$ cat src/rtl/rpcs_pkg.sv
package rpcs_pkg;

  localparam int DEPTH_DEF   = 1024;
  localparam int ELEM_W      = 32;
  localparam int RAND_W      = 31;
  localparam int IN_TDATA_W  = ((ELEM_W + RAND_W + 7) / 8) * 8;
  localparam int OUT_TDATA_W = ((ELEM_W + 7) / 8) * 8;

  // Command carried in s_tuser
  typedef enum logic {
    CMD_LOAD = 1'b0,
    CMD_DRAW = 1'b1
  } cmd_t;

  // Sequencer states
  typedef enum logic [1:0] {
    ST_IDLE,
    ST_DIV,
    ST_TREE,
    ST_EMIT
  } state_t;

  // Broadcast control for the row of cells
  typedef struct packed {
    logic load;   // write element into the cell at the fill position
    logic shift;  // cells at or above the pick index take their upper neighbor
  } cell_ctrl_t;

endpackage

$ cat src/rtl/rpcs_mod.sv
module rpcs_mod
  import rpcs_pkg::*;
#(
  parameter int DEPTH = DEPTH_DEF,
  localparam int CW   = $clog2(DEPTH + 1),
  localparam int IW   = $clog2(DEPTH),
  localparam int SW   = $clog2(RAND_W + 1)
) (
  input  logic              clk,
  input  logic              rst,
  input  logic              start,
  input  logic [RAND_W-1:0] dividend,
  input  logic [CW-1:0]     divisor,
  output logic              done,
  output logic [IW-1:0]     rem_out
);

  logic [RAND_W-1:0] dvd;
  logic [CW-1:0]     rem;
  logic [CW-1:0]     dsr;
  logic [SW-1:0]     steps;
  logic              busy;
  logic [CW:0]       trial;
  logic              fits;

  // One restoring step: bring down the next dividend bit, subtract if it fits
  assign trial = {rem, dvd[RAND_W-1]};
  assign fits  = (trial >= {1'b0, dsr});

  always_ff @(posedge clk) begin
    if (rst) begin
      busy <= 1'b0;
      done <= 1'b0;
    end else begin
      done <= 1'b0;
      if (start) begin
        busy <= 1'b1;
      end else if (busy && (steps == SW'(1))) begin
        busy <= 1'b0;
        done <= 1'b1;
      end
    end
  end

  always_ff @(posedge clk) begin
    if (start) begin
      dvd   <= dividend;
      dsr   <= divisor;
      rem   <= '0;
      steps <= SW'(RAND_W);
    end else if (busy) begin
      dvd   <= dvd << 1;
      rem   <= fits ? CW'(trial - {1'b0, dsr}) : trial[CW-1:0];
      steps <= steps - SW'(1);
    end
  end

  // Remainder stays below the divisor, which never exceeds DEPTH
  assign rem_out = rem[IW-1:0];

endmodule

$ cat config.mk
export PLATFORM = sky130hd
export DESIGN_NAME = rpcs_mod
export DESIGN_NICKNAME = d
export VERILOG_FILES = /design/src/rtl/rpcs_pkg.sv /design/src/rtl/rpcs_mod.sv
export SDC_FILE = /design/constraint.sdc
export NUM_CORES = 1
export LEC_CHECK = 0
export BUFFER_PORTS_ARGS = -buffer_cell sky130_fd_sc_hd__buf_2
export CORE_MARGIN = 1.5
export CORE_UTILIZATION = 50
export DETAILED_ROUTE_END_ITERATION = 7
export HOLD_SLACK_MARGIN = 0.03
export PLACE_DENSITY = 0.76
export SLEW_MARGIN = 20
export SYNTH_ARGS = -nofsm -noshare
export SYNTH_HDL_FRONTEND = slang
export SYNTH_SLANG_ARGS = --single-unit
export TNS_END_PERCENT = 10
$ cat constraint.sdc
create_clock -name clk -period 2.05 [get_ports clk]
set_input_delay 0.205 -clock clk [delete_from_list [all_inputs] [get_ports clk]]
set_output_delay 0.205 -clock clk [all_outputs]
set_load 0.02 [all_outputs]
# Word-level counts from Yosys, hierarchy flattened
# Cells that the tools add are included.
word_totals:
  reg_bits: 60
  input_bits: 45
  out_inout_bits: 11
  wordCells: 20
classes:
  addsub: 2
  magnitude_cmp: 1
  eq_ne: 1
  n_mux: 6
  n_reduce_logical: 4
op_table:
  columns: ["op", "n"]
  rows:
  - ["two-way mux 31 bit", 2]
  - ["greater-or-equal comparator 12 x 11 -> 1 bit", 1]
  - ["two-way mux 11 bit", 1]
  - ["subtractor 11 bit", 1]
  - ["equality test 5 x 1 -> 1 bit (second input constant)", 1]
  - ["subtractor 5 x 1 -> 5 bit (second input constant)", 1]
  - ["nonzero test 2 bit", 2]
  - ["two-way mux 1 bit", 3]
  - ["OR reduction 2 bit", 1]
  - ["logical AND 1 bit", 1]

# Depth between registers and ports, before layout
depth:
  depth_word: 4
  ltp_mapped: 10
  mapped_depth_nobuf: 9

# Least setup slack after synthesis
# Ideal clock, no wire load.
synth_timing:
  kind: "register to register"
  start: "register dvd[30]"
  end: "register rem[0]"
  setup_ns: 0.079
  t_arrival_ns: 2.100
  required_ns: 1.971
  path_slack_ns: -0.130
  stages_incl_launch_ff: 10
  n_path_buf: 0
  path_cell_list: "edfxtp_1 inv_1 ha_1 fa_1 nand2b_1 a21oi_2 o2111a_1 a211o_4 mux2_4 a211oi_2"
synth_between:
  elab_chain_cells: 2
  word_cells_on_any_way: 3
  classes_between: "add/sub: 1; order compare: 1; mux: 1"
synth_rtl:
  columns: ["element", "line", "source"]
  rows:
  - ["start: declaration", "rpcs_mod.sv:18", "logic [RAND_W-1:0] dvd;"]
  - ["start signal: assignment", "rpcs_mod.sv:47", "dvd <= dividend;"]
  - ["start signal: assignment", "rpcs_mod.sv:52", "dvd <= dvd << 1;"]
  - ["subtractor 11 bit or greater-or-equal comparator 12 x 11 -> 1 bit (tied branches)", "rpcs_mod.sv:53, rpcs_mod.sv:28", null]
  - ["two-way mux 11 bit *", "rpcs_mod.sv:53", "rem <= fits ? CW'(trial - {1'b0, dsr}) : trial[CW-1:0];"]
  - ["end signal: assignment", "rpcs_mod.sv:53", null]
  - ["end: declaration", "rpcs_mod.sv:19", "logic [CW-1:0] rem;"]
# Mark *: on every way between the ends. The rest lies on a longest branch, timed or not.
# A chain may end at the register's enable or synchronous reset.

# Worst setup path in the final report
layout_timing:
  start: "register dvd[30]"
  end: "register rem[10]"
# Same word-level chain as after synthesis.

==> results.toml <==
[outcome]
outcome = "finished, violations left"
failed_checks = "setup timing"

[cts]
cts.path.max_buffers = 2
clock_sinks = 60
clk_pin_slew_ns = 0.08
cts_setup_buffers = 0
root_buffer = "clkbuf_8"
htreeDepth = 3
cts_inserted_buffers = 9
clock_latency_ns = 0.34
tritoncts = "yes"

[critical_path]
crit_type = "flop to flop"
critPathLaunchType = "flop"
startpoint = "dvd[30]"
path_cells = "inv_2 > ha_2 > fa_2 > nand2b_4 > a21oi_4 > o2111a_1 > a211o_4 > buf_4 > o2bb2a_1 > o31ai_1"
r2r_slack_ns = -0.11
critical_path.top_delay_family = "compound AO/OA/AOI/OAI gates"
end_kind = "flop"
crit-reg2reg-launch = "dvd[30]"
critical_path_depth = 10
path_max_fanout = 5
r2r_cells = 10
cp-endpoint = "rem[10]"
cpMaxStageDelayCell = "edfxtp_1"
crit_buf_inv = 2
critPathMaxStageDelay_ns = 0.38
required_ns = 2.31
cp.arrival_ns = 2.42
reg2reg_to = "rem[10]"

[worst_hold_path]
hp-class = "input port to flop"
min_delay_path_depth = 1

[floorplan]
core_area_sq_um = 5956
die_h_um = 81.99
dieArea_sq_um = 6722
row_count = 28
io_pins = 56
dieWidth_um = 81.99
initial_core_util_pct = 52.37

[timing]
clock.fmax_mhz = 463.6
tightestPinTransition_ns = 0.4224
finalCriticalPeriod_ns = 2.157
rsz0062_at_grt = "true"
layout_setup_ws_ns = -0.1071
relSlewSlack_pct = 71.74
finalHoldViolations = 0
slew_violations = 0
period_share_pct = 105.2
fin_tns_setup_ns = -0.7507
setup_viol = 11
skew_ns = 0.009495

[pwr]
powerDensity_nw_per_um2 = 840.0
p_leak_nw = 1.696
ir_worst_vdd_mv = 0.6914

[global_route]
grt_pass1_wl_mm = 10.18
track_usage_pct = 20.85
grt_max_degree = 32
overflow = 0
antenna_found_initial = 0
grt_pass1_vias = 2182

[route]
via_per_inst = 5.156
drc = 0
vias = 2186
ant_nets = 0
dr.pass1.iters = 4
wl_mm = 6.237
drtIter0Drc = 119
wl_per_cell_um = 14.71

[yosys]
synth_enable_flop_cells = 42
ys_async_sr_fraction_pct = 0
yosysWarnings = 0
synth_flop_cell = "edfxtp_1"
ys_seq_area_share_pct = 51.99
syn-cell-area_sq_um = 3119
syn-instance-count = 259
synth_cell_types = 47
synth.avg_cell_area_sq_um = 12.04
synth_nets = 318
ys_ff_latch = 60

[place]
place_area_sq_um = 3593
place_congestion = 0.8759
io_buffers = 55
hpwl_mm = 4.424

[finish]
antenna_cells = 0
final_area_sq_um = 3934
drive_above_1_share_pct = 40.69
final_nets = 403
syn_to_final_growth_pct = 26.11

[flow_run]
cap_violations = 0
## Yosys cell counts, types with 2 or more instances
master / instances / area (sq um)
a211o_1: 2 / 17.52
a211oi_1: 2 / 15.01
a211oi_2: 2 / 25.02
a21oi_1: 7 / 35.03
a31oi_1: 2 / 12.51
and3_1: 3 / 18.77
and4_1: 2 / 17.52
buf_4: 10 / 75.07
clkbuf_1: 7 / 26.28
dfxtp_1: 18 / 360.4
edfxtp_1: 42 / 1261
ha_1: 13 / 162.7
inv_1: 18 / 67.56
mux2_2: 31 / 349.1
mux2i_1: 9 / 90.09
nand2_1: 9 / 33.78
nand2b_1: 9 / 56.30
nand3_1: 6 / 30.03
nor2_1: 12 / 45.04
nor2b_1: 5 / 31.28
nor3_1: 3 / 15.01
nor4_1: 2 / 12.51
o21a_1: 2 / 15.01
o21ai_0: 6 / 30.03
o21ai_1: 3 / 15.01
o22ai_1: 3 / 18.77
o31ai_1: 3 / 22.52
or3_1: 2 / 12.51
xnor2_1: 7 / 61.31
xor2_1: 2 / 17.52
## stage by stage
stage | power, mW | utilization [%] | worst slack, ns | hold WS, ns | instances
finish | 3.304 | 66.05 | -0.1071 | 0.04271 | 424
global route | 3.448 | 66.05 | -0.2122 | 0.03425 | 424
CTS | 3.315 | 65.50 | -0.1129 | 0.03241 | 422
detailed placement | 2.097 | 60.34 | -0.1192 | 0.3837 | 398
global placement | 2.081 | 60.34 | -0.06106 | 0.3809 | 398
floorplan | 1.898 | - | -0.04621 | 0.2774 | 259
## metal layers
| metal | part of all wire [%] | global-route usage (%) | wire length (um) |
|---|---|---|---|
| met1 | 46 | 26.17 | 2899 |
| met2 | 46 | 31.97 | 2890 |
| met3 | 5.3 | 6.444 | 330 |
| met4 | 1.8 | 11.36 | 115 |
| met5 | 0 | 0 | 0 |
## logic make-up (layout without fill, tap and decap cells)
| family | Yosys count | after routing | share of synthesized area (%) |
|---|---|---|---|
| adder cells (fa/ha/maj) | 14 | 14 | 5.857 |
| XOR/XNOR | 9 | 9 | 2.527 |
| buffers and inverters | 37 | 127 | 5.936 |
| flip-flops | 60 | 60 | 51.99 |
| multiplexers | 41 | 41 | 14.56 |
| AO/OA/AOI/OAI | 40 | 40 | 9.186 |
| AND/OR/NAND/NOR | 58 | 58 | 9.948 |
## flip-flops by register name, indices dropped and copies added (netlist names)
name and count:
dvd 31, dsr 11, rem 11, steps 5, busy 1, done 1
## area by class of cell
type,instances,area [sq um]
Inverter,18,67.56
Clock buffer,9,123.9
Timing Repair Buffer,93,589.3
Tap cell,75,93.84
Fill cell,483,2022
Clock inverter,7,100.1
Sequential cell,60,1622
Multi-Input combinational cell,162,1338
## worst min-delay path by stage
stage / startpoint / endpoint / slack (ns)
finish: divisor[6] / dsr[6] / 0.04
CTS: divisor[7] / dsr[7] / 0.03
floorplan: rst / busy / 0.28
global placement: divisor[3] / dsr[3] / 0.38
global route: divisor[6] / dsr[6] / 0.03
detailed placement: divisor[4] / dsr[4] / 0.38
## timing repair
action,4_1_cts,5_1_grt
hold endpoints to repair,8,2
pin swaps,5,1
hold buffers,8,2
resized for setup,1,3
setup endpoints to repair,11,11
## cells in the final DEF, fill, tap and decap left out, types with 2 or more instances in the layout
cell type,instances
nand2b_1,8
inv_1,17
a211o_1,2
buf_2,55
o22ai_1,3
clkinvlp_4,3
clkbuf_8,9
nor3_1,3
dfxtp_1,18
o31ai_1,3
xnor2_1,7
a31oi_1,2
mux2i_1,9
o21a_1,2
dlygate4sd3_1,10
or3_1,2
nand3_1,6
nor4_1,2
mux2_2,31
a21oi_1,7
nand2_1,9
xor2_1,2
bufinv_16,2
o21ai_0,6
a211oi_2,3
ha_1,12
and4_1,2
o21ai_1,3
and3_1,3
edfxtp_1,42
nor2b_1,5
nor2_1,12
buf_4,27
## where the power goes
group / switching, mW / internal, mW
clock network: 0.517 / 0.690
registers: 0.0395 / 1.42
logic: 0.313 / 0.327
total: 0.870 / 2.43
Power figures use the tool's default switching activity.
