$ cat src/rtl/rpcs_pkg.sv
package rpcs_pkg;

  localparam int DEPTH_DEF   = 1024;
  localparam int ELEM_W      = 32;
  localparam int RAND_W      = 31;
  localparam int IN_TDATA_W  = ((ELEM_W + RAND_W + 7) / 8) * 8;
  localparam int OUT_TDATA_W = ((ELEM_W + 7) / 8) * 8;

  // Command carried in s_tuser
  typedef enum logic {
    CMD_LOAD = 1'b0,
    CMD_DRAW = 1'b1
  } cmd_t;

  // Sequencer states
  typedef enum logic [1:0] {
    ST_IDLE,
    ST_DIV,
    ST_TREE,
    ST_EMIT
  } state_t;

  // Broadcast control for the row of cells
  typedef struct packed {
    logic load;   // write element into the cell at the fill position
    logic shift;  // cells at or above the pick index take their upper neighbor
  } cell_ctrl_t;

endpackage

$ cat src/rtl/rpcs_cell.sv
module rpcs_cell
  import rpcs_pkg::*;
#(
  parameter int DEPTH = DEPTH_DEF,
  parameter int IDX   = 0,
  localparam int CW   = $clog2(DEPTH + 1),
  localparam int IW   = $clog2(DEPTH)
) (
  input  logic              clk,
  input  cell_ctrl_t        ctrl,
  input  logic [CW-1:0]     count,
  input  logic [IW-1:0]     pick_idx,
  input  logic [ELEM_W-1:0] element,
  input  logic [ELEM_W-1:0] nbr_data,
  output logic [ELEM_W-1:0] data,
  output logic [ELEM_W-1:0] leaf
);

  // Load at the fill position, or close the gap by taking the upper neighbor
  always_ff @(posedge clk) begin
    if (ctrl.load && (count == CW'(IDX))) begin
      data <= element;
    end else if (ctrl.shift && (IW'(IDX) >= pick_idx)) begin
      data <= nbr_data;
    end
  end

  // Offer the value to the reduction tree only when this cell is picked
  assign leaf = (IW'(IDX) == pick_idx) ? data : '0;

endmodule

$ cat config.mk
export PLATFORM = sky130hd
export DESIGN_NAME = rpcs_cell
export DESIGN_NICKNAME = d
export VERILOG_FILES = /design/src/rtl/rpcs_pkg.sv /design/src/rtl/rpcs_cell.sv
export SDC_FILE = /design/constraint.sdc
export NUM_CORES = 1
export LEC_CHECK = 0
export BUFFER_PORTS_ARGS = -buffer_cell sky130_fd_sc_hd__clkbuf_2
export CAP_MARGIN = 0
export CORE_ASPECT_RATIO = 1.75
export CORE_MARGIN = 2
export CORE_UTILIZATION = 37
export DETAILED_ROUTE_END_ITERATION = 12
export GPL_TIMING_DRIVEN = 0
export HOLD_SLACK_MARGIN = 0.05
export PLACE_DENSITY = 0.8
export REMOVE_ABC_BUFFERS = 1
export SLEW_MARGIN = 0
export SYNTH_ARGS = -nofsm -noshare
export SYNTH_HDL_FRONTEND = slang
export SYNTH_SLANG_ARGS = --single-unit
$ cat constraint.sdc
create_clock -name clk -period 2.6 [get_ports clk]
set_input_delay 0.26 -clock clk [delete_from_list [all_inputs] [get_ports clk]]
set_output_delay 0.26 -clock clk [all_outputs]
set_load 0.05 [all_outputs]
== Yosys cells after proc, flatten, opt, wreduce, memory -nomap -nowiden ==
Index checks and enable logic that the tools add are counted.

* Reduce and logical (&&, ||, !) cells: 5
* Muxes and demuxes: 3
* $lt $le $gt $ge: 1

{| class="wikitable"
|+ Operators with widths
! kind !! number
|-
| $mux 32 || 3
|-
| $logic_not 11->1 || 1
|-
| $ge 1x10->1 const A || 1
|-
| $logic_not 10->1 || 1
|-
| $logic_and 1x1->1 || 2
|-
| $reduce_bool 2->1 || 1
|}

* Logic and storage cells: 10
* Input bits: 88
* Output and inout port bits: 64
* Register bits: 32

== Logic depth before layout (Yosys ltp) ==
Gate-level depths: netlist of run 1.

* Depth after elaboration: 4
* Mapped depth: 4
* Gate-level depth less buffers: 3

== Worst setup path before layout of run 1 ==
No wires, ideal clock.

* Kind: input to register
* Start point: in pick_idx[4]
* End point: reg data[0] (enable)
* Setup time: 375 ps
* Stages on the path: 3
* Buffers on the path: 0
* Arrival time: 1644 ps
* Slack: 580 ps
* Path through: or4_4 > nor4_4 > a21bo_2

* Word-level cells in the longest chain between the ends: 3

{| class="wikitable"
|+ Ends and longest elaborated chain
! element !! RTL line !! text
|-
| start: declaration || rpcs_cell.sv:12 || <nowiki>input logic [IW-1:0] pick_idx,</nowiki>
|-
| $ge 1x10->1 || rpcs_cell.sv:23 || <nowiki>end else if (ctrl.shift && (IW'(IDX) >= pick_idx)) begin</nowiki>
|-
| $logic_and 1x1->1 || rpcs_cell.sv:23 ||
|-
| $reduce_bool 2->1 (no source line) || n/a ||
|-
| end signal: assignment || rpcs_cell.sv:22 || <nowiki>data <= element;</nowiki>
|-
| end signal: assignment || rpcs_cell.sv:24 || <nowiki>data <= nbr_data;</nowiki>
|-
| end: declaration || rpcs_cell.sv:15 || <nowiki>output logic [ELEM_W-1:0] data,</nowiki>
|}

No other way between the ends.
A chain may end at the register's enable or synchronous reset.

== Worst setup path after layout of run 1 ==
* Start point: in pick_idx[1]
* End point: out leaf[24]

* Word-level cells in the longest chain between the ends: 2

{| class="wikitable"
|+ Ends and longest elaborated chain
! element !! RTL line !! text
|-
| $logic_not 10->1 || rpcs_cell.sv:29 || <nowiki>assign leaf = (IW'(IDX) == pick_idx) ? data : '0;</nowiki>
|-
| $mux 32 || rpcs_cell.sv:29 ||
|-
| end: declaration || rpcs_cell.sv:16 || <nowiki>output logic [ELEM_W-1:0] leaf</nowiki>
|}

No other way between the ends.

==> impl_metrics.json, run 1 <==
{
  "status": "finished clean",
  "clock_path_buffers": 2,
  "num_io_pins": 152,
  "async_flop_share": 0,
  "synth_top_area_cell": "edfxtp_1",
  "drt_iter0_drc": 24,
  "crit_path_end_kind": "output pin",
  "finalHoldViolCount": 0,
  "synth_top_area_share": 0.5783,
  "synth_adder_area_share": 0,
  "hold_ws_ns": 0.2881,
  "antenna_cells": 0,
  "core-area_sq_um": 4364,
  "critPathKind": "input port to output pin",
  "yosys-top-cells-count": "32 x edfxtp_1, 32 x mux2_2, 28 x and2_2",
  "synth_xor_area_frac": 0,
  "io_buffers": 151,
  "power_leakage_uw": 0.001265,
  "synthMuxAreaShare": 0.2169,
  "clk_pin_slew_ns": 0.06,
  "grt_pass1_wl_microns": 6423,
  "wirelength_microns": 4375,
  "drive_gt1_frac": 0.8390,
  "die_y_microns": 92.65,
  "min_to": "data[11]",
  "grt_setup_unrepaired": "no",
  "area_growth_pct": 55.72,
  "h-tree-depth": 2,
  "grt_max_degree": 34,
  "holdPathStages": 2,
  "hold_path_startpoint": "element[11]",
  "synthTopCellsByArea": "edfxtp_1 58%, mux2_2 22%, and2_2 13%, and2_1 1.5%, nor4_4 1.3%",
  "powerDensity_nw_per_um2": 390.7,
  "grt_overflow": 0,
  "cp.arrival_ns": 2.15,
  "slew_viol_final": 0,
  "start_util": 0.3807,
  "period_share": 0.9288,
  "max_slew_margin": 0.4604,
  "critPathLaunchType": "input port",
  "synth_top_family_by_area": "multiplexers",
  "drc_errors": 0,
  "grt_usage": 0.1790,
  "top_register": "data",
  "largest_reg_flops": 32,
  "drt_pre_antenna_iters": 4,
  "tns_ns": 0,
  "ys_ff_latch": 32,
  "antenna_found_initial": 0,
  "worst_hold_path_type": "input port to register",
  "fin_nets": 354,
  "ys_seq_area_frac": 0.5783,
  "place_inst": 306,
  "place_congestion": 0.6679,
  "cts_tree": "built",
  "required_ns": 2.34,
  "biggestRegsByFlops": "data x32",
  "drv_cap": 0,
  "syn_inst": 110,
  "synth-simple-area-share": 0.1815,
  "die_area_sq_um": 5064,
  "clock.fmax_ghz": 0.4141,
  "placementRows": 32,
  "syn_area_per_cell_sq_um": 15.11,
  "ys.warnings.count": 0,
  "synth_edf_count": 32,
  "crit_fanout": 16,
  "synth_top_flop_cell": "edfxtp_1",
  "yosysUniqueCellTypes": 14,
  "peakVddDrop_v": 0.0003692,
  "ant_nets": 0,
  "clock-root-buffer": "clkbuf_8",
  "grt_pass1_vias": 1485,
  "synth_area_sq_um": 1662,
  "clkSinkCount": 32,
  "fin_crit_ns": 2.415,
  "instances_no_fill": 318,
  "synth_compound_area_frac": 0.006024,
  "viasPerCell": 4.601,
  "p_total_uw": 1011,
  "die_w_microns": 54.66,
  "vias": 1463,
  "worst_pin_slew_ns": 0.8085,
  "routedWlPerCell_microns": 13.76,
  "dp_hpwl_microns": 3381,
  "numCtsBuffers": 5,
  "setup_viol": 0
}
==> worst max-delay path by stage <==
stage               end         from  slack [ns]
6_report       leaf[24]  pick_idx[1]        0.19
5_1_grt         leaf[1]  pick_idx[1]        0.06
3_5_place_dp    data[5]  pick_idx[4]       -0.54
2_1_floorplan   data[0]     count[1]        0.05
3_3_place_gp   data[20]     count[1]       -0.70
4_1_cts         data[5]  pick_idx[1]        0.01
==> power by group <==
part,internal [uW],total (uW),leakage (uW),switching [uW]
logic,66.0,95.7,0.000938,29.6
registers,568,568,0.000288,0.218
clock network,186,347,0.0000399,161
==> final cells by class <==
class | instances | area [sq um]
fill | 396 | 1777
sequential | 32 | 960.9
timing repair buffer | 154 | 778.2
multi-input combinational | 73 | 704.4
clock buffer | 7 | 76.32
tap | 51 | 63.81
clock inverter | 1 | 3.754
==> metrics by stage <==
step	setup slack [ns]	util	cell area (sq um)
2_1_floorplan	0.04673	-	1633
3_3_place_gp	-0.6977	0.5619	2452
3_5_place_dp	-0.5396	0.5631	2457
4_1_cts	0.01016	0.5863	2559
5_1_grt	0.05559	0.5929	2587
6_report	0.1851	0.5929	2587
==> timing repair <==
item | CTS | global route
buffers inserted | 0 | 3
endpoints found under the setup margin | 64 | 48
gates cloned | 1 | 0
hold endpoints to repair | 0 | 0
pin swaps | 1 | 1
gates resized for setup | 1 | 1
hold buffers | 0 | 0
==> worst max-delay path, stage by stage <==
cell and delay, ns:
clkbuf_2 0.07, or4_1 0.64, nor4_4 0.66, and2_2 0.25
clkbuf_2 0.27
==> cells by family (layout without fill, tap and decap cells) <==
family	after synthesis	after routing
flops	32	32
compound gates	1	1
mux	32	32
simple gates	39	40
buf+inv	6	162
==> metal layers <==
layer	global-route usage	wire length, microns	up-vias
li1	-	-	716
met1	0.1665	1388	677
met2	0.3383	2626	68
met3	0.04677	324	2
met4	0.06875	35	0
met5	0	0	-
==> cells in the final DEF (no fill, tap or decap), types with 2 or more instances in the layout <==
cell | synthesis | final
clkbuf_8 | 0 | 5
nor4_1 | 2 | 2
clkbuf_2 | 3 | 151
clkbuf_1 | 1 | 2
and2_1 | 4 | 4
and2_2 | 28 | 28
buf_4 | 0 | 3
mux2_2 | 32 | 32
edfxtp_1 | 32 | 32
nor4_4 | 1 | 2
Note: power is estimated with default switching activity, not from simulation.
==> run 2: changes to the inputs <==
- clock period: 2.6 -> 2.39 ns (I/O delays scaled with it)
==> impl_metrics.json, run 2 (synthesis gave the netlist of run 1 again) <==
{
  "status": "finished clean",
  "crit_fanout": 8,
  "grt_overflow": 0,
  "drt_iter0_drc": 25,
  "routedWlPerCell_microns": 13.94,
  "cp.arrival_ns": 1.86,
  "start_util": 0.3807,
  "drt-met1-wl_microns": 1393,
  "power_leakage_uw": 0.001273,
  "layout_commonest_cell": "clkbuf_2",
  "required_ns": 2.15,
  "max_slew_margin": 0.6351,
  "top_register": "data",
  "setup_viol": 0,
  "drt_pre_antenna_iters": 4,
  "cts_tree": "built",
  "slew_viol_final": 0,
  "route.met2.wl_microns": 2696,
  "clock_path_buffers": 2,
  "p_total_uw": 1100,
  "viasPerCell": 4.577,
  "final_cell_mix": "151 x clkbuf_2, 32 x mux2_2, 32 x edfxtp_1",
  "placementRows": 32,
  "biggestRegsByFlops": "data x32",
  "cts_hold_buf": 0,
  "place_congestion": 0.6679,
  "cp_slowest_cell": "or4_1",
  "cp_cell_sequence": "clkbuf_2 > or4_1 > nor4_4 > buf_4 > and2_2 > clkbuf_2",
  "vias": 1460,
  "drive_gt1_frac": 0.8396,
  "finalInstanceArea_sq_um": 2615,
  "worst_hold_path_type": "input port to register",
  "core-area_sq_um": 4364,
  "die_y_microns": 92.65,
  "peakVddDrop_v": 0.0004013,
  "fin_nets": 355,
  "cpMostUsedCell": "clkbuf_2",
  "grt_setup_unrepaired": "no",
  "finalHoldViolCount": 0,
  "worst_pin_slew_ns": 0.5397,
  "drc_errors": 0,
  "dpl_cell_area_sq_um": 2457,
  "grt_usage": 0.1800,
  "ant_nets": 0,
  "die_w_microns": 54.66,
  "drv_cap": 0,
  "die_area_sq_um": 5064,
  "grt_pass1_vias": 1502,
  "area_growth_pct": 57.38,
  "clock-root-buffer": "clkbuf_8",
  "post-route-util": 0.5992,
  "clock.fmax_ghz": 0.4774,
  "fin_crit_ns": 2.095,
  "numCtsBuffers": 5,
  "crit_path_end_kind": "output pin",
  "period_share": 0.8764,
  "max_stage_delay_ns": 0.64,
  "grt_max_degree": 34,
  "register_area_sq_um": 960.9,
  "critPathKind": "input port to output pin",
  "fillers": 393,
  "num_io_pins": 152,
  "critPathLaunchType": "input port",
  "route.top_layer_used": "met4",
  "multi_input_area_sq_um": 711.9,
  "clkSinkCount": 32,
  "tns_ns": 0,
  "wl_met3_microns": 323,
  "grt_pass1_wl_microns": 6479,
  "io_buffers": 151,
  "antenna_found_initial": 0,
  "wirelength_microns": 4448,
  "powerDensity_nw_per_um2": 420.7,
  "clk_pin_slew_ns": 0.06,
  "largest_reg_flops": 32,
  "h-tree-depth": 2,
  "dp_hpwl_microns": 3381,
  "antenna_cells": 0
}
run 2: area by class of cell:
class,instances,area share
multi-input combinational,73,0.2722
clock buffer,7,0.02919
timing repair buffer,155,0.3053
clock inverter,1,0.001435
tap,51,0.02440
sequential,32,0.3675
run 2: repair_timing:
item / 4_1_cts / 5_1_grt
cloned: 1 / 0
resized for setup: 2 / 1
setup buffers: 3 / 1
pin swaps: 1 / 1
endpoints found under the setup margin: 64 / 48
run 2: critical path, delay by kind of cell:
family | cells | cell delay (ns)
AND/OR/NAND/NOR | 3 | 1.05
buffers and inverters | 3 | 0.55
run 2: path summary, 6_finish.rpt:
path	startpoint	endpoint	slack, ns	cells past startpoint
worst max-delay path	pick_idx[1]	leaf[17]	0.30	6
worst min-delay path	element[11]	data[11]	0.27	2
run 2: layer usage:
layer,track usage,vias up
li1,-,718
met1,0.1654,674
met2,0.3423,66
met3,0.04677,2
met4,0.06875,0
met5,0,-
run 2: report_power, final:
part,internal (uW),switching (uW)
clock network,202,175
logic,71.9,33.1
registers,618,0.237
run 2: metrics by stage:
| stage | setup slack [ns] | hold WS (ns) | cells |
|---|---|---|---|
| detailed placement | -0.7286 | 0.5446 | 306 |
| finish | 0.2954 | 0.2673 | 319 |
| CTS | 0.0009781 | 0.2557 | 318 |
| global route | 0.09938 | 0.2542 | 319 |
| floorplan | -0.1423 | 0.4592 | 104 |
| global placement | -0.8867 | 0.5405 | 306 |
